$ cat src/rtl/peak_to_peak_gain_control_assert.svh
// Assertion macros shared by the peak-to-peak gain control RTL.
// Each macro expects the including module to have i_clk and i_rst_n.
`ifndef PEAK_TO_PEAK_GAIN_CONTROL_ASSERT_SVH
`define PEAK_TO_PEAK_GAIN_CONTROL_ASSERT_SVH

// Same-cycle implication, checked outside reset.
`define PPGC_ASSERT_IMP(lbl, ante, cons, msg) \
    lbl: assert property (@(posedge i_clk) disable iff (!i_rst_n) (ante) |-> (cons)) \
        else $error(msg);

// Next-cycle implication, checked outside reset.
`define PPGC_ASSERT_NXT(lbl, ante, cons, msg) \
    lbl: assert property (@(posedge i_clk) disable iff (!i_rst_n) (ante) |=> (cons)) \
        else $error(msg);

`endif

$ cat src/rtl/ppgc_pkg.sv
// Package for the peak-to-peak gain control block: widths, reset values,
// state and phase types and the divider status struct. No dependencies.
package ppgc_pkg;

    // Depth of the gain history.
    localparam int WINDOW = 10;

    localparam int SAMPLE_W   = 11;
    localparam int GAIN_W     = 7;
    localparam int SPAN_W     = 11;
    localparam int TIMER_W    = 16;
    localparam int PULSE_W    = 9;
    localparam int STEPS_W    = 8;
    localparam int CFG_DATA_W = 16;
    localparam int CFG_IDX_W  = 3;
    localparam int IN_DATA_W  = 24;
    localparam int OUT_DATA_W = 32;

    localparam int GAIN_MAXVAL = (1 << GAIN_W) - 1;
    localparam int HIST_CNT_W  = $clog2(WINDOW + 1);
    localparam int HIST_SUM_W  = $clog2(WINDOW * GAIN_MAXVAL + 1);

    // Shared divider width and its iteration counter.
    localparam int DIV_W     = 16;
    localparam int DIV_CNT_W = $clog2(DIV_W);

    localparam logic signed [SAMPLE_W-1:0] EXT_HIGH_RST = -11'sd1023;
    localparam logic signed [SAMPLE_W-1:0] EXT_LOW_RST  = 11'sd1023;

    localparam logic [CFG_DATA_W-1:0] GAIN_NUM_RST = 16'd400;
    localparam logic [TIMER_W-1:0]    SETTLE_RST   = 16'd2000;
    localparam logic [TIMER_W-1:0]    HOLD_RST     = 16'd200;
    localparam logic [GAIN_W-1:0]     GAIN_MAX_RST = 7'd100;
    localparam logic [GAIN_W-1:0]     GAIN_MIN_RST = 7'd1;
    localparam logic [STEPS_W-1:0]    PULSE_HI_RST = 8'd4;
    localparam logic [STEPS_W-1:0]    PULSE_LO_RST = 8'd4;
    localparam logic [STEPS_W-1:0]    STARTUP_RST  = 8'd100;

    typedef enum logic [CFG_IDX_W-1:0] {
        CFG_GAIN_NUM  = 3'd0,
        CFG_SETTLE    = 3'd1,
        CFG_HOLD      = 3'd2,
        CFG_GAIN_MAX  = 3'd3,
        CFG_GAIN_MIN  = 3'd4,
        CFG_PULSE_HI  = 3'd5,
        CFG_PULSE_LO  = 3'd6,
        CFG_STARTUP   = 3'd7
    } t_cfg_idx;

    typedef enum logic [1:0] {
        PH_STARTUP = 2'd0,
        PH_IDLE    = 2'd1,
        PH_STEP    = 2'd2
    } t_phase;

    typedef enum logic [2:0] {
        S_IDLE,
        S_TICK,
        S_SPAN,
        S_DIV_GAIN,
        S_HIST,
        S_DIV_MEAN,
        S_SET,
        S_EMIT
    } t_state;

    typedef struct packed {
        logic busy;
        logic done;
    } t_div_stat;

endpackage

$ cat src/rtl/peak_to_peak_gain_control.sv
// Top level of the peak-to-peak automatic gain control.
// Depends on ppgc_pkg, ppgc_div and peak_to_peak_gain_control_assert.svh.
//
//   Channel  Direction  Handshake                  Contents
//   s        in         i_s_tvalid / o_s_tready     one timer tick: IR and red sample
//   m        out        o_m_tvalid / i_m_tready     one result item per tick
//   cfg      in         i_cfg_we                    register write, no read-back
//
// A tick that runs no evaluation passes from the tick state straight to the emit
// state, which loads the result register. An evaluating tick passes through the
// span state, the gain division, the history state, the mean division and the
// set-up state before the emit state; each division holds the sequencer until the
// divider raises its done flag after the last quotient bit. A zero span skips the
// gain division.
// Only one item is in work at a time; the next one is accepted as soon as the
// sequencer is back in its idle state, even while the last result is unclaimed.
// A stalled output holds the sequencer in its emit state until the item is taken.
// Reset is synchronous and active low; after it the block starts with its
// start-up down pulses, counted one tick at a time.
`include "peak_to_peak_gain_control_assert.svh"

module peak_to_peak_gain_control
    import ppgc_pkg::*;
(
    input  logic                  i_clk,
    input  logic                  i_rst_n,
    // Input item, from bit 0: ir_sample[10:0], red_sample[21:11], zero pad.
    input  logic                  i_s_tvalid,
    output logic                  o_s_tready,
    input  logic [IN_DATA_W-1:0]  i_s_tdata,
    // Result item, from bit 0: inc_pin, updown_pin, gain_now[8:2],
    // gain_target[15:9], span[26:16], evaluated[27], busy_res[28], zero pad.
    output logic                  o_m_tvalid,
    input  logic                  i_m_tready,
    output logic [OUT_DATA_W-1:0] o_m_tdata,
    // Configuration write port.
    input  logic                  i_cfg_we,
    input  logic [CFG_IDX_W-1:0]  i_cfg_index,
    input  logic [CFG_DATA_W-1:0] i_cfg_wdata
);

    // Configuration registers.
    logic [CFG_DATA_W-1:0] r_gain_num;
    logic [TIMER_W-1:0]    r_settle_ticks;
    logic [TIMER_W-1:0]    r_hold_ticks;
    logic [GAIN_W-1:0]     r_gain_max;
    logic [GAIN_W-1:0]     r_gain_min;
    logic [STEPS_W-1:0]    r_pulse_hi;
    logic [STEPS_W-1:0]    r_pulse_lo;
    logic [STEPS_W-1:0]    r_startup_steps;

    // Sequencer.
    t_state r_state;
    t_state n_state;

    // Captured samples of the current tick.
    logic signed [SAMPLE_W-1:0] r_ir;
    logic signed [SAMPLE_W-1:0] r_red;

    // Tracking and control state.
    logic signed [SAMPLE_W-1:0] r_ir_hi;
    logic signed [SAMPLE_W-1:0] r_ir_lo;
    logic signed [SAMPLE_W-1:0] r_red_hi;
    logic signed [SAMPLE_W-1:0] r_red_lo;
    logic [TIMER_W-1:0]         r_settle;
    logic [TIMER_W-1:0]         r_hold;
    logic [GAIN_W-1:0]          r_hist [WINDOW];
    logic [HIST_CNT_W-1:0]      r_hist_cnt;
    logic [HIST_SUM_W-1:0]      r_hist_sum;
    logic [GAIN_W-1:0]          r_gain;
    logic [GAIN_W-1:0]          r_target;
    t_phase                     r_phase;
    logic [PULSE_W-1:0]         r_pulse_t;
    logic [STEPS_W-1:0]         r_steps;
    logic                       r_step_up;
    logic [SPAN_W-1:0]          r_span;
    logic                       r_inc;
    logic                       r_eval;
    logic [DIV_W-1:0]           r_quot;

    // Result register.
    logic                  r_m_tvalid;
    logic [OUT_DATA_W-1:0] r_m_tdata;

    // Handshake and sequencer outputs.
    logic in_acc;
    logic out_free;
    logic ld_out;
    logic div_start;

    // Divider connection.
    t_div_stat        div_stat;
    logic [DIV_W-1:0] div_dividend;
    logic [DIV_W-1:0] div_divisor;
    logic [DIV_W-1:0] div_quo;

    // Per-tick update, evaluated in S_TICK.
    logic [TIMER_W-1:0]         tk_settle;
    logic [TIMER_W-1:0]         tk_hold;
    t_phase                     tk_phase;
    logic [STEPS_W-1:0]         tk_steps;
    logic [GAIN_W-1:0]          tk_gain;
    logic                       tk_step_up;
    logic [PULSE_W-1:0]         tk_pulse_t;
    logic                       tk_inc;
    logic                       tk_eval;
    logic signed [SAMPLE_W-1:0] tk_ir_hi;
    logic signed [SAMPLE_W-1:0] tk_ir_lo;
    logic signed [SAMPLE_W-1:0] tk_red_hi;
    logic signed [SAMPLE_W-1:0] tk_red_lo;

    // Pulse timing.
    logic               pl_level;
    logic [PULSE_W-1:0] pl_inc_t;
    logic               pl_done;

    // Span, clamp and history arithmetic.
    logic signed [SAMPLE_W:0] sp_red;
    logic signed [SAMPLE_W:0] sp_ir;
    logic signed [SAMPLE_W:0] sp_max;
    logic [SPAN_W-1:0]        sp_span;
    logic                     sp_zero;
    logic [DIV_W-1:0]         cl_upper;
    logic [DIV_W-1:0]         cl_both;
    logic [GAIN_W-1:0]        cl_gain;
    logic [HIST_CNT_W-1:0]    hs_cnt;
    logic [HIST_SUM_W-1:0]    hs_sum;

    assign in_acc   = i_s_tvalid && o_s_tready;
    assign out_free = !r_m_tvalid || i_m_tready;

    // ------------------------------------------------------------------
    // Configuration writes.
    // ------------------------------------------------------------------
    always_ff @(posedge i_clk) begin
        if (!i_rst_n) begin
            r_gain_num      <= GAIN_NUM_RST;
            r_settle_ticks  <= SETTLE_RST;
            r_hold_ticks    <= HOLD_RST;
            r_gain_max      <= GAIN_MAX_RST;
            r_gain_min      <= GAIN_MIN_RST;
            r_pulse_hi      <= PULSE_HI_RST;
            r_pulse_lo      <= PULSE_LO_RST;
            r_startup_steps <= STARTUP_RST;
        end else if (i_cfg_we) begin
            unique case (t_cfg_idx'(i_cfg_index))
                CFG_GAIN_NUM: r_gain_num      <= i_cfg_wdata;
                CFG_SETTLE:   r_settle_ticks  <= i_cfg_wdata;
                CFG_HOLD:     r_hold_ticks    <= i_cfg_wdata;
                CFG_GAIN_MAX: r_gain_max      <= i_cfg_wdata[GAIN_W-1:0];
                CFG_GAIN_MIN: r_gain_min      <= i_cfg_wdata[GAIN_W-1:0];
                CFG_PULSE_HI: r_pulse_hi      <= i_cfg_wdata[STEPS_W-1:0];
                CFG_PULSE_LO: r_pulse_lo      <= i_cfg_wdata[STEPS_W-1:0];
                CFG_STARTUP:  r_startup_steps <= i_cfg_wdata[STEPS_W-1:0];
            endcase
        end
    end

    // ------------------------------------------------------------------
    // Pulse timer: one tick of the current potentiometer pulse. The pin is
    // high for the first pulse_high ticks and low for the remainder.
    // ------------------------------------------------------------------
    always_comb begin
        pl_level = (r_pulse_t < {1'b0, r_pulse_hi});
        pl_inc_t = r_pulse_t + 1'b1;
        pl_done  = (pl_inc_t >= ({1'b0, r_pulse_hi} + {1'b0, r_pulse_lo}));
    end

    // ------------------------------------------------------------------
    // Tick processing. Both timers saturate; the start-up phase ends at the
    // first tick whose completed-pulse count has reached the start-up length,
    // and that tick is then handled as an idle one.
    // ------------------------------------------------------------------
    always_comb begin
        tk_settle  = (r_settle != '1) ? r_settle + 1'b1 : r_settle;
        tk_hold    = (r_hold != '1) ? r_hold + 1'b1 : r_hold;
        tk_phase   = r_phase;
        tk_steps   = r_steps;
        tk_gain    = r_gain;
        tk_step_up = r_step_up;
        tk_pulse_t = r_pulse_t;
        tk_inc     = 1'b0;
        tk_eval    = 1'b0;
        tk_ir_hi   = r_ir_hi;
        tk_ir_lo   = r_ir_lo;
        tk_red_hi  = r_red_hi;
        tk_red_lo  = r_red_lo;

        if (r_phase == PH_STARTUP && r_steps >= r_startup_steps) begin
            tk_phase = PH_IDLE;
            tk_steps = '0;
            tk_gain  = GAIN_W'(1);
        end

        priority if (tk_phase == PH_STARTUP) begin
            tk_step_up = 1'b0;
            tk_inc     = pl_level;
            if (r_pulse_t == '0) begin
                tk_settle = '0;
            end
            tk_pulse_t = pl_done ? '0 : pl_inc_t;
            if (pl_done) begin
                tk_steps = tk_steps + 1'b1;
            end
        end else if (tk_phase == PH_STEP) begin
            tk_inc = pl_level;
            if (r_pulse_t == '0) begin
                tk_settle = '0;
            end
            tk_pulse_t = pl_done ? '0 : pl_inc_t;
            if (pl_done) begin
                if (r_step_up) begin
                    if (tk_gain != GAIN_W'(GAIN_MAXVAL)) begin
                        tk_gain = tk_gain + 1'b1;
                    end
                end else if (tk_gain != '0) begin
                    tk_gain = tk_gain - 1'b1;
                end
                if (tk_steps != '0) begin
                    tk_steps = tk_steps - 1'b1;
                end
                if (tk_steps == '0) begin
                    tk_phase = PH_IDLE;
                end
            end
        end else if (tk_settle > r_settle_ticks) begin
            // Every new extreme restarts the hold timer.
            if (r_ir < r_ir_lo) begin
                tk_ir_lo = r_ir;
                tk_hold  = '0;
            end
            if (r_red < r_red_lo) begin
                tk_red_lo = r_red;
                tk_hold   = '0;
            end
            if (r_ir > r_ir_hi) begin
                tk_ir_hi = r_ir;
                tk_hold  = '0;
            end
            if (r_red > r_red_hi) begin
                tk_red_hi = r_red;
                tk_hold   = '0;
            end
            tk_eval = (tk_hold >= r_hold_ticks);
        end
    end

    // ------------------------------------------------------------------
    // Span of the larger channel swing, a negative swing counts as zero.
    // ------------------------------------------------------------------
    always_comb begin
        sp_red  = {r_red_hi[SAMPLE_W-1], r_red_hi} - {r_red_lo[SAMPLE_W-1], r_red_lo};
        sp_ir   = {r_ir_hi[SAMPLE_W-1], r_ir_hi} - {r_ir_lo[SAMPLE_W-1], r_ir_lo};
        sp_max  = (sp_red > sp_ir) ? sp_red : sp_ir;
        sp_span = sp_max[SAMPLE_W] ? '0 : sp_max[SPAN_W-1:0];
        sp_zero = (sp_span == '0);
    end

    // ------------------------------------------------------------------
    // Clamp of the quotient (upper bound first, the lower bound wins) and the
    // running history sum after pushing the new gain.
    // ------------------------------------------------------------------
    always_comb begin
        cl_upper = (r_quot >= DIV_W'(r_gain_max)) ? DIV_W'(r_gain_max) : r_quot;
        cl_both  = (cl_upper <= DIV_W'(r_gain_min)) ? DIV_W'(r_gain_min) : cl_upper;
        cl_gain  = cl_both[GAIN_W-1:0];
        hs_cnt   = (r_hist_cnt < HIST_CNT_W'(WINDOW)) ? r_hist_cnt + 1'b1 : r_hist_cnt;
        hs_sum   = r_hist_sum - HIST_SUM_W'(r_hist[0]) + HIST_SUM_W'(cl_gain);
    end

    // ------------------------------------------------------------------
    // Sequencer: next state.
    // ------------------------------------------------------------------
    always_comb begin
        n_state = r_state;
        unique case (r_state)
            S_IDLE:     if (i_s_tvalid) n_state = S_TICK;
            S_TICK:     n_state = tk_eval ? S_SPAN : S_EMIT;
            S_SPAN:     n_state = sp_zero ? S_HIST : S_DIV_GAIN;
            S_DIV_GAIN: if (div_stat.done) n_state = S_HIST;
            S_HIST:     n_state = S_DIV_MEAN;
            S_DIV_MEAN: if (div_stat.done) n_state = S_SET;
            S_SET:      n_state = S_EMIT;
            S_EMIT:     if (out_free) n_state = S_IDLE;
            default:    n_state = S_IDLE;
        endcase
    end

    // ------------------------------------------------------------------
    // Sequencer: outputs. The divider is loaded with the gain division in
    // S_SPAN and with the mean division in S_HIST.
    // ------------------------------------------------------------------
    always_comb begin
        o_s_tready   = 1'b0;
        div_start    = 1'b0;
        ld_out       = 1'b0;
        div_dividend = r_gain_num;
        div_divisor  = DIV_W'(sp_span);
        unique case (r_state)
            S_IDLE: o_s_tready = 1'b1;
            S_SPAN: div_start  = !sp_zero;
            S_HIST: begin
                div_start    = 1'b1;
                div_dividend = DIV_W'(hs_sum);
                div_divisor  = DIV_W'(hs_cnt);
            end
            S_EMIT: ld_out = out_free;
            default: ;
        endcase
    end

    always_ff @(posedge i_clk) begin
        if (!i_rst_n) begin
            r_state <= S_IDLE;
        end else begin
            r_state <= n_state;
        end
    end

    ppgc_div u_div (
        .i_clk      (i_clk),
        .i_rst_n    (i_rst_n),
        .i_start    (div_start),
        .i_dividend (div_dividend),
        .i_divisor  (div_divisor),
        .o_stat     (div_stat),
        .o_quotient (div_quo)
    );

    always_ff @(posedge i_clk) begin
        if (in_acc) begin
            r_ir  <= $signed(i_s_tdata[SAMPLE_W-1:0]);
            r_red <= $signed(i_s_tdata[2*SAMPLE_W-1:SAMPLE_W]);
        end
    end

    // ------------------------------------------------------------------
    // Gain control state.
    // ------------------------------------------------------------------
    always_ff @(posedge i_clk) begin
        if (!i_rst_n) begin
            r_ir_hi    <= EXT_HIGH_RST;
            r_ir_lo    <= EXT_LOW_RST;
            r_red_hi   <= EXT_HIGH_RST;
            r_red_lo   <= EXT_LOW_RST;
            r_settle   <= '0;
            r_hold     <= '0;
            for (int i = 0; i < WINDOW; i++) begin
                r_hist[i] <= '0;
            end
            r_hist_cnt <= '0;
            r_hist_sum <= '0;
            r_gain     <= GAIN_W'(1);
            r_target   <= '0;
            r_phase    <= PH_STARTUP;
            r_pulse_t  <= '0;
            r_steps    <= '0;
            r_step_up  <= 1'b0;
            r_span     <= '0;
            r_inc      <= 1'b0;
            r_eval     <= 1'b0;
        end else begin
            unique case (r_state)
                S_TICK: begin
                    r_settle  <= tk_settle;
                    r_hold    <= tk_hold;
                    r_phase   <= tk_phase;
                    r_steps   <= tk_steps;
                    r_gain    <= tk_gain;
                    r_step_up <= tk_step_up;
                    r_pulse_t <= tk_pulse_t;
                    r_ir_hi   <= tk_ir_hi;
                    r_ir_lo   <= tk_ir_lo;
                    r_red_hi  <= tk_red_hi;
                    r_red_lo  <= tk_red_lo;
                    r_inc     <= tk_inc;
                    r_eval    <= tk_eval;
                end
                S_SPAN: begin
                    // The extremes restart once they have been measured.
                    r_span   <= sp_span;
                    r_ir_hi  <= EXT_HIGH_RST;
                    r_ir_lo  <= EXT_LOW_RST;
                    r_red_hi <= EXT_HIGH_RST;
                    r_red_lo <= EXT_LOW_RST;
                end
                S_HIST: begin
                    for (int i = 0; i < WINDOW - 1; i++) begin
                        r_hist[i] <= r_hist[i+1];
                    end
                    r_hist[WINDOW-1] <= cl_gain;
                    r_hist_cnt       <= hs_cnt;
                    r_hist_sum       <= hs_sum;
                end
                S_DIV_MEAN: begin
                    if (div_stat.done) begin
                        r_target <= div_quo[GAIN_W-1:0];
                    end
                end
                S_SET: begin
                    // Work out direction and number of pot steps to the target.
                    if (r_target > r_gain) begin
                        r_step_up <= 1'b1;
                        r_steps   <= STEPS_W'(r_target - r_gain);
                    end else begin
                        r_step_up <= 1'b0;
                        r_steps   <= STEPS_W'(r_gain - r_target);
                    end
                    if (r_target != r_gain) begin
                        r_phase   <= PH_STEP;
                        r_pulse_t <= '0;
                    end
                end
                default: ;
            endcase
        end
    end

    // The quotient register takes either the divider result or, for a zero
    // span, the saturated value.
    always_ff @(posedge i_clk) begin
        if (r_state == S_SPAN && sp_zero) begin
            r_quot <= DIV_W'(r_gain_max);
        end else if (r_state == S_DIV_GAIN && div_stat.done) begin
            r_quot <= div_quo;
        end
    end

    // ------------------------------------------------------------------
    // Result register.
    // ------------------------------------------------------------------
    always_ff @(posedge i_clk) begin
        if (!i_rst_n) begin
            r_m_tvalid <= 1'b0;
        end else if (ld_out) begin
            r_m_tvalid <= 1'b1;
        end else if (i_m_tready) begin
            r_m_tvalid <= 1'b0;
        end
    end

    always_ff @(posedge i_clk) begin
        if (ld_out) begin
            r_m_tdata <= {
                {(OUT_DATA_W - 4 - 2*GAIN_W - SPAN_W){1'b0}},
                (r_phase != PH_IDLE),
                r_eval,
                r_span,
                r_target,
                r_gain,
                r_step_up,
                r_inc
            };
        end
    end

    assign o_m_tvalid = r_m_tvalid;
    assign o_m_tdata  = r_m_tdata;

    // ------------------------------------------------------------------
    // Assertions.
    // ------------------------------------------------------------------
    `PPGC_ASSERT_NXT(a_acc_to_tick, in_acc, r_state == S_TICK, "accepted item did not start a tick")
    `PPGC_ASSERT_IMP(a_div_free, div_start, !div_stat.busy, "divider started while busy")
    `PPGC_ASSERT_IMP(a_step_left, r_phase == PH_STEP, r_steps != '0, "stepping with no steps left")
    `PPGC_ASSERT_IMP(a_hist_cnt, 1'b1, r_hist_cnt <= HIST_CNT_W'(WINDOW), "history count overflow")

endmodule

$ cat src/rtl/ppgc_div.sv
// Restoring unsigned divider, one quotient bit per cycle, shared by the
// gain and mean computations. Depends on ppgc_pkg.
module ppgc_div
    import ppgc_pkg::*;
(
    input  logic             i_clk,
    input  logic             i_rst_n,
    input  logic             i_start,
    input  logic [DIV_W-1:0] i_dividend,
    input  logic [DIV_W-1:0] i_divisor,
    output t_div_stat        o_stat,
    output logic [DIV_W-1:0] o_quotient
);

    logic                 r_busy;
    logic                 r_done;
    logic [DIV_CNT_W-1:0] r_cnt;
    logic [DIV_W-1:0]     r_rem;
    logic [DIV_W-1:0]     r_quo;
    logic [DIV_W-1:0]     r_dvs;

    logic [DIV_W:0]       rem_sh;
    logic                 take;
    logic [DIV_W:0]       rem_sub;

    // Shift in the next dividend bit and try the subtraction.
    always_comb begin
        rem_sh  = {r_rem, r_quo[DIV_W-1]};
        take    = (rem_sh >= {1'b0, r_dvs});
        rem_sub = rem_sh - {1'b0, r_dvs};
    end

    always_ff @(posedge i_clk) begin
        if (!i_rst_n) begin
            r_busy <= 1'b0;
            r_done <= 1'b0;
            r_cnt  <= '0;
        end else begin
            r_done <= 1'b0;
            if (i_start) begin
                r_busy <= 1'b1;
                r_cnt  <= '0;
            end else if (r_busy) begin
                r_cnt <= r_cnt + 1'b1;
                if (r_cnt == DIV_CNT_W'(DIV_W - 1)) begin
                    r_busy <= 1'b0;
                    r_done <= 1'b1;
                end
            end
        end
    end

    always_ff @(posedge i_clk) begin
        if (i_start) begin
            r_rem <= '0;
            r_quo <= i_dividend;
            r_dvs <= i_divisor;
        end else if (r_busy) begin
            r_rem <= take ? rem_sub[DIV_W-1:0] : rem_sh[DIV_W-1:0];
            r_quo <= {r_quo[DIV_W-2:0], take};
        end
    end

    assign o_stat.busy = r_busy;
    assign o_stat.done = r_done;
    assign o_quotient  = r_quo;

endmodule

$ cat config.mk
export PLATFORM = sky130hd
export DESIGN_NAME = peak_to_peak_gain_control
export DESIGN_NICKNAME = d
export VERILOG_FILES = /design/src/rtl/ppgc_pkg.sv /design/src/rtl/peak_to_peak_gain_control.sv /design/src/rtl/ppgc_div.sv
export VERILOG_INCLUDE_DIRS = /design/src /design/src/rtl
export SDC_FILE = /design/constraint.sdc
export NUM_CORES = 1
export LEC_CHECK = 0
export ABC_CLOCK_PERIOD_IN_PS = 6150
export BUFFER_PORTS_ARGS = -buffer_cell sky130_fd_sc_hd__buf_2
export CAP_MARGIN = 10
export CORE_MARGIN = 3
export CORE_UTILIZATION = 55
export CTS_BUF_LIST = sky130_fd_sc_hd__clkbuf_8
export DETAILED_ROUTE_END_ITERATION = 12
export GPL_TIMING_DRIVEN = 0
export PLACE_DENSITY = 0.74
export SLEW_MARGIN = 10
export SYNTH_ARGS = -nofsm -noshare
export SYNTH_HDL_FRONTEND = slang
export SYNTH_SLANG_ARGS = --single-unit
$ cat constraint.sdc
create_clock -name i_clk -period 6.15 [get_ports i_clk]
set_clock_uncertainty 0.15 [all_clocks]
set_input_delay 1.23 -clock i_clk [delete_from_list [all_inputs] [get_ports i_clk]]
set_output_delay 1.23 -clock i_clk [all_outputs]
set_load 0.01 [all_outputs]
==> results of run 1 <==
report_power, final:
group	internal, mW	switching (mW)
registers	3.13	0.187
logic	0.898	1.35
clock network	1.24	1.16
per-stage QoR:
| stage | power [mW] | util [%] | worst slack, ps | hold WS (ps) |
|---|---|---|---|---|
| floorplan | 4.83 | - | 65.5 | 252 |
| global placement | 5.33 | 58.5 | -622 | 267 |
| detailed placement | 5.40 | 58.6 | -748 | 273 |
| CTS | 7.86 | 62.2 | -97.7 | 285 |
| global route | 8.36 | 62.5 | -443 | 289 |
| finish | 7.96 | 62.5 | -235 | 295 |
state kept, by name (all words and copies together), names as in the netlist, 9 cells and up:
register,count
r_hist,70
r_gain_num,16
r_settle_ticks,16
u_div.r_rem,16
r_quot,16
r_hist_sum,11
r_ir_lo,11
r_span,11
r_ir_hi,11
u_div.o_quotient,16
o_m_tdata,29
r_red_hi,11
r_settle,16
r_ir,11
r_red,11
r_red_lo,11
r_hold,16
u_div.r_dvs,11
r_pulse_t,9
r_hold_ticks,16
worst max path at each step:
| stage | to | slack [ps] | cells after the start |
|---|---|---|---|
| floorplan | u_div.o_quotient[10]$_DFFE_PP_ | 70 | 30 |
| global placement | u_div.o_quotient[10]$_DFFE_PP_ | -620 | 29 |
| detailed placement | u_div.o_quotient[10]$_DFFE_PP_ | -750 | 30 |
| CTS | u_div.o_quotient[10]$_DFFE_PP_ | -100 | 32 |
| global route | u_div.o_quotient[9]$_DFFE_PP_ | -440 | 31 |
| finish | u_div.o_quotient[10]$_DFFE_PP_ | -240 | 29 |
cell families (layout without fill, tap and decap cells):
kind of cell	after synthesis	count (layout)
AOI/OAI and AO/OA	644	644
other	1	4
buffers and inverters	347	564
adders and majority gates	215	215
muxes	76	76
and+or+nand+nor	973	973
xor gates and xnor gates	85	85
DFF	414	414
synthesized netlist by cell type (36+ instances only):
master,n
a211oi_1,43
a21o_1,36
a21oi_1,202
a31oi_1,40
and3_1,84
clkbuf_1,112
dfxtp_1,259
edfxtp_1,155
ha_1,202
inv_1,208
mux2i_1,65
nand2_1,320
nand2b_1,40
nand3_1,73
nand4_1,41
nor2_1,230
nor3_1,69
o211ai_1,37
o21ai_0,126
xnor2_1,54
critical path, delay by kind of cell (launching register included):
kind	cells	cell delay (ps)
fa+ha+maj	4	1440
simple gates	5	730
compound gates	14	2590
mux	3	490
flops	1	390
buf+inv	2	240
xor+xnor	1	120
metal layers:
layer	wire length [um]	GRT usage, %	up-vias
met3	5760	5.44	168
met2	32100	47.3	900
li1	-	-	10100
met4	2670	12.1	2
met5	13	0	-
met1	29500	38.4	10100
timing repair:
action,CTS,global route
setup endpoints to repair,13,24
pin swaps,19,10
resized for setup,26,12
setup buffers,16,6
cell type report:
cell class	instances	area, um^2
repair buffers	92	557
clock inverters	47	224
multi-input cells	1996	13200
flip-flops and latches	414	9850
fillers	3697	16200
inverters	208	781
clock buffers	81	1110
well taps	585	732
diodes	1	2.50
plain buffers	136	562
==> flow_summary.toml, run 1 <==
[final_layout]
syn_to_final_growth_pct = 11.6
final_common_cell = "nand2_1"
drive_above_1_share_pct = 9.25
postLayoutCellArea_um2 = 27000
instances_no_fill = 3560
layout_common_cells = "319 x nand2_1, 257 x dfxtp_1, 231 x inv_1, 229 x nor2_1, 200 x a21oi_1"
fin_nets = 3183

[synthesis]
synthXorXnorAreaFrac_pct = 3.07
synthDistinctLibCells = 80
synth_enable_flop_cells = 155
yosys_warnings = 0
synthMuxAreaShare_pct = 3.20
yosysTopAreaCell = "dfxtp_1"
yosysSeqAreaShare_pct = 40.6
syn_area_per_cell_um2 = 8.79
syn-cell-area_um2 = 24200
synth_top_flop_cell = "dfxtp_1"
synth_seq_cells = 414
yosys.area_share.simple_pct = 19.0
synth_top_family_by_area = "simple AND/OR/NAND/NOR gates"
synth-compound-area-share_pct = 17.0
yosys-top-cells-area = "dfxtp_1 21%, edfxtp_1 19%, ha_1 10%"
synth_fa_ha_area_share_pct = 11.5
synth_top_area_share_pct = 21.4
synthCells = 2755
synthArstFlopShare_pct = 0

[flow_run]
maxCapViolations = 0

[routing]
wl_mm = 70.0
ant_nets = 0
vias = 21300
viasPerCell = 6.00
drc = 0
firstDrtPassIters = 8
wl_per_cell_um = 19.7
drtIter0Drc = 1987

[place]
dpl.cell_count = 3411
hpwl_mm = 51.0
placed_area_um2 = 25400
portBuffers = 67
gp_congestion = 0.979

[worst_setup_path]
r2r_start = "r_quot[0]$_DFFE_PP_"
cp_max_fo = 6
slowest_stage = "fa_1"
cp_common_cell = "o21a_1"
slowest_delay_ps = 490
cp-end-kind = "flip-flop"
arrival_ps = 6600
start_kind = "flip-flop"
critPathKind = "reg2reg"
r2r_cells = 29
r2r-end = "u_div.o_quotient[10]$_DFFE_PP_"
r2r_slack_ps = -240
critPathLaunch = "r_quot[0]$_DFFE_PP_"
required_ps = 6360

[floorplanning]
core_area_um2 = 43300
core.rowCount = 76
die_height_um = 216
start_util_pct = 56.0
die-width_um = 216
io_pins = 82
dieArea_um2 = 46600

[clock_network]
cts-htree-levels = 3
numCtsBuffers = 72
worstSkewPairLatency_ps = 640
cts_sinks = 414
cts_tree = "yes"
clkTransAtPathRegs_ps = 70
hold_buffers = 0
clockRootBuffer = "clkbuf_8"
clockBufferDepth = 3

[sta]
max_freq_ghz = 0.157
setup_ws_ps = -235
setup-tns-final_ps = -1080
slew_headroom_pct = 14.7
grt_setup_unrepaired = "yes"
period_share_pct = 104
finalSetupViolations = 7
finalHoldViolations = 0
fin_crit_ps = 6390
worstMarginPinSlew_ps = 1280
maxSlewViolCount = 0

[worst_hold_path]
hold_end = "o_m_tdata[25]$_DFFE_PP_"
hold_depth = 0
hold_start = "r_span[9]$_SDFFE_PN0P_"
hold_class = "reg2reg"

[global_routing]
grt_max_degree = 71
first_global_vias = 20100
grt_use_total_pct = 29.1
grt_pass1_wl_mm = 109
grt-ovfl-total = 0
antenna_found_initial = 1

[status]
violations = "setup timing"
outcome = "finished with violations"

[pwr]
p_per_area_nw_per_um2 = 295
p_leak_nw = 11.3
peakVddDrop_uv = 211
Note: power is estimated with default switching activity, not from simulation.
==> inputs of run 2 (changes only) <==
- RECOVER_POWER: default -> 100
==> flow_summary.toml, run 2 (same netlist as run 1, synthesis figures left out) <==
[clock_network]
cts-htree-levels = 3
clkTransAtPathRegs_ps = 60
worstSkewPairLatency_ps = 640
cts_tree = "yes"
clockRootBuffer = "clkbuf_8"
numCtsBuffers = 72
cts_sinks = 414
clockBufferDepth = 3
hold_buffers = 0

[floorplanning]
start_util_pct = 56.0
dieArea_um2 = 46600
die-width_um = 216
core_area_um2 = 43300
io_pins = 82
core.rowCount = 76
die_height_um = 216

[pwr]
power.internal_mw = 5.27
p_sw_mw = 2.69
finalPower_mw = 7.96
swShare_pct = 33.8
p_leak_nw = 11.2
peakVddDrop_uv = 211
p_per_area_nw_per_um2 = 295
pwr-share-clk_pct = 30.2
power.combinational.fraction_pct = 28.1
p_seq_share_pct = 41.6

[routing]
top_layer = "met5"
wl_met3_mm = 5.96
route.met2.wl_mm = 32.0
ant_nets = 0
wl_met1_mm = 29.2
vias = 21300
wl_mm = 69.9
drc = 0
firstDrtPassIters = 6
viasPerCell = 5.99
wl_per_cell_um = 19.6
drtIter0Drc = 1839

[global_routing]
first_global_vias = 20100
grt-ovfl-total = 0
antenna_found_initial = 1
grt_max_degree = 71
grt_use_total_pct = 29.1
grt_pass1_wl_mm = 109

[worst_setup_path]
required_ps = 6360
r2r_slack_ps = -240
crit_buf_inv = 2
slowest_stage = "fa_1"
r2r-end = "u_div.o_quotient[10]$_DFFE_PP_"
cp_common_cell = "o21a_1"
critPathKind = "reg2reg"
r2r_cells = 29
r2r_start = "r_quot[0]$_DFFE_PP_"
cp_max_fo = 6
start_kind = "flip-flop"
arrival_ps = 6610
cp-end-kind = "flip-flop"
cp_top_family = "compound AO/OA/AOI/OAI gates"
critPathLaunch = "r_quot[0]$_DFFE_PP_"
slowest_delay_ps = 490

[place]
gp_congestion = 0.979
pre_cts_slack_ps = -748
portBuffers = 67
hpwl_mm = 51.0

[sta]
max_freq_ghz = 0.156
finalSetupViolations = 7
period_share_pct = 104
worstMarginPinSlew_ps = 1250
finalHoldViolations = 0
fin_hold_ws_ps = 295
setup_ws_ps = -244
setup-tns-final_ps = -1150
fin_crit_ps = 6390
slew_headroom_pct = 16.8
maxSlewViolCount = 0
grt_setup_unrepaired = "yes"

[status]
outcome = "finished with violations"
violations = "setup timing"

[worst_hold_path]
hold_start = "r_span[9]$_SDFFE_PN0P_"
hold_end = "o_m_tdata[25]$_DFFE_PP_"
hold_depth = 0
hold_class = "reg2reg"

[flow_run]
maxCapViolations = 0

[final_layout]
fin_util_pct = 62.3
fin_nets = 3183
final_common_cell = "nand2_1"
layout_common_cells = "319 x nand2_1, 257 x dfxtp_1, 231 x inv_1, 230 x nor2_1, 200 x a21oi_1"
regMostFlops = "r_hist"
syn_to_final_growth_pct = 11.3
largest_reg_flops = 70
drive_above_1_share_pct = 8.14
[run 2: cell count changes in the layout (fill, tap and decap cells not counted), sizes merged]
| cell | before | now |
|---|---|---|
| buf | 112 | 78 |
| clkbuf | 197 | 231 |
[run 2: worst max path at each step]
| stage | to | cells after the start |
|---|---|---|
| floorplan | u_div.o_quotient[10]$_DFFE_PP_ | 30 |
| global placement | u_div.o_quotient[10]$_DFFE_PP_ | 29 |
| detailed placement | u_div.o_quotient[10]$_DFFE_PP_ | 30 |
| CTS | u_div.o_quotient[10]$_DFFE_PP_ | 32 |
| global route | u_div.o_quotient[9]$_DFFE_PP_ | 31 |
| finish | u_div.o_quotient[10]$_DFFE_PP_ | 29 |
[run 2: final cells by class]
| type | count | area [um^2] |
|---|---|---|
| Fill cell | 3724 | 16300 |
| Multi-Input combinational cell | 1996 | 13200 |
| Sequential cell | 414 | 9850 |
| Clock buffer | 81 | 1110 |
| Inverter | 208 | 781 |
| Tap cell | 585 | 732 |
| Buffer | 136 | 562 |
| Timing Repair Buffer | 92 | 494 |
| Clock inverter | 47 | 224 |
| Antenna cell | 1 | 2.50 |
[run 2: per-layer routing]
| metal | GRT usage, % | vias up |
|---|---|---|
| met5 | 0 | - |
| met4 | 12.1 | 2 |
| met3 | 5.44 | 164 |
| met2 | 47.3 | 913 |
| met1 | 38.4 | 10100 |
| li1 | - | 10100 |
[run 2: timing repair]
action	CTS	global route
endpoints found under the setup margin	13	24
resized for setup	26	12
pin swaps	19	10
buffers inserted	16	6
[run 2: power groups by stage]
stage / clock [mW] / combinational [mW] / sequential [mW]
after CTS: 2.44 / 2.12 / 3.30
after global placement: 0 / 1.97 / 3.36
after floorplan: 0 / 1.53 / 3.29
after detailed placement: 0 / 2.04 / 3.36
final: 2.41 / 2.24 / 3.31
after global routing: 2.56 / 2.46 / 3.33
[run 2: per-stage QoR]
step | instance area (um^2) | instances
final | 27000 | 3560
after global routing | 27000 | 3559
after CTS | 26900 | 3554
after detailed placement | 25400 | 3411
after global placement | 25300 | 3409
after floorplan | 24200 | 2757
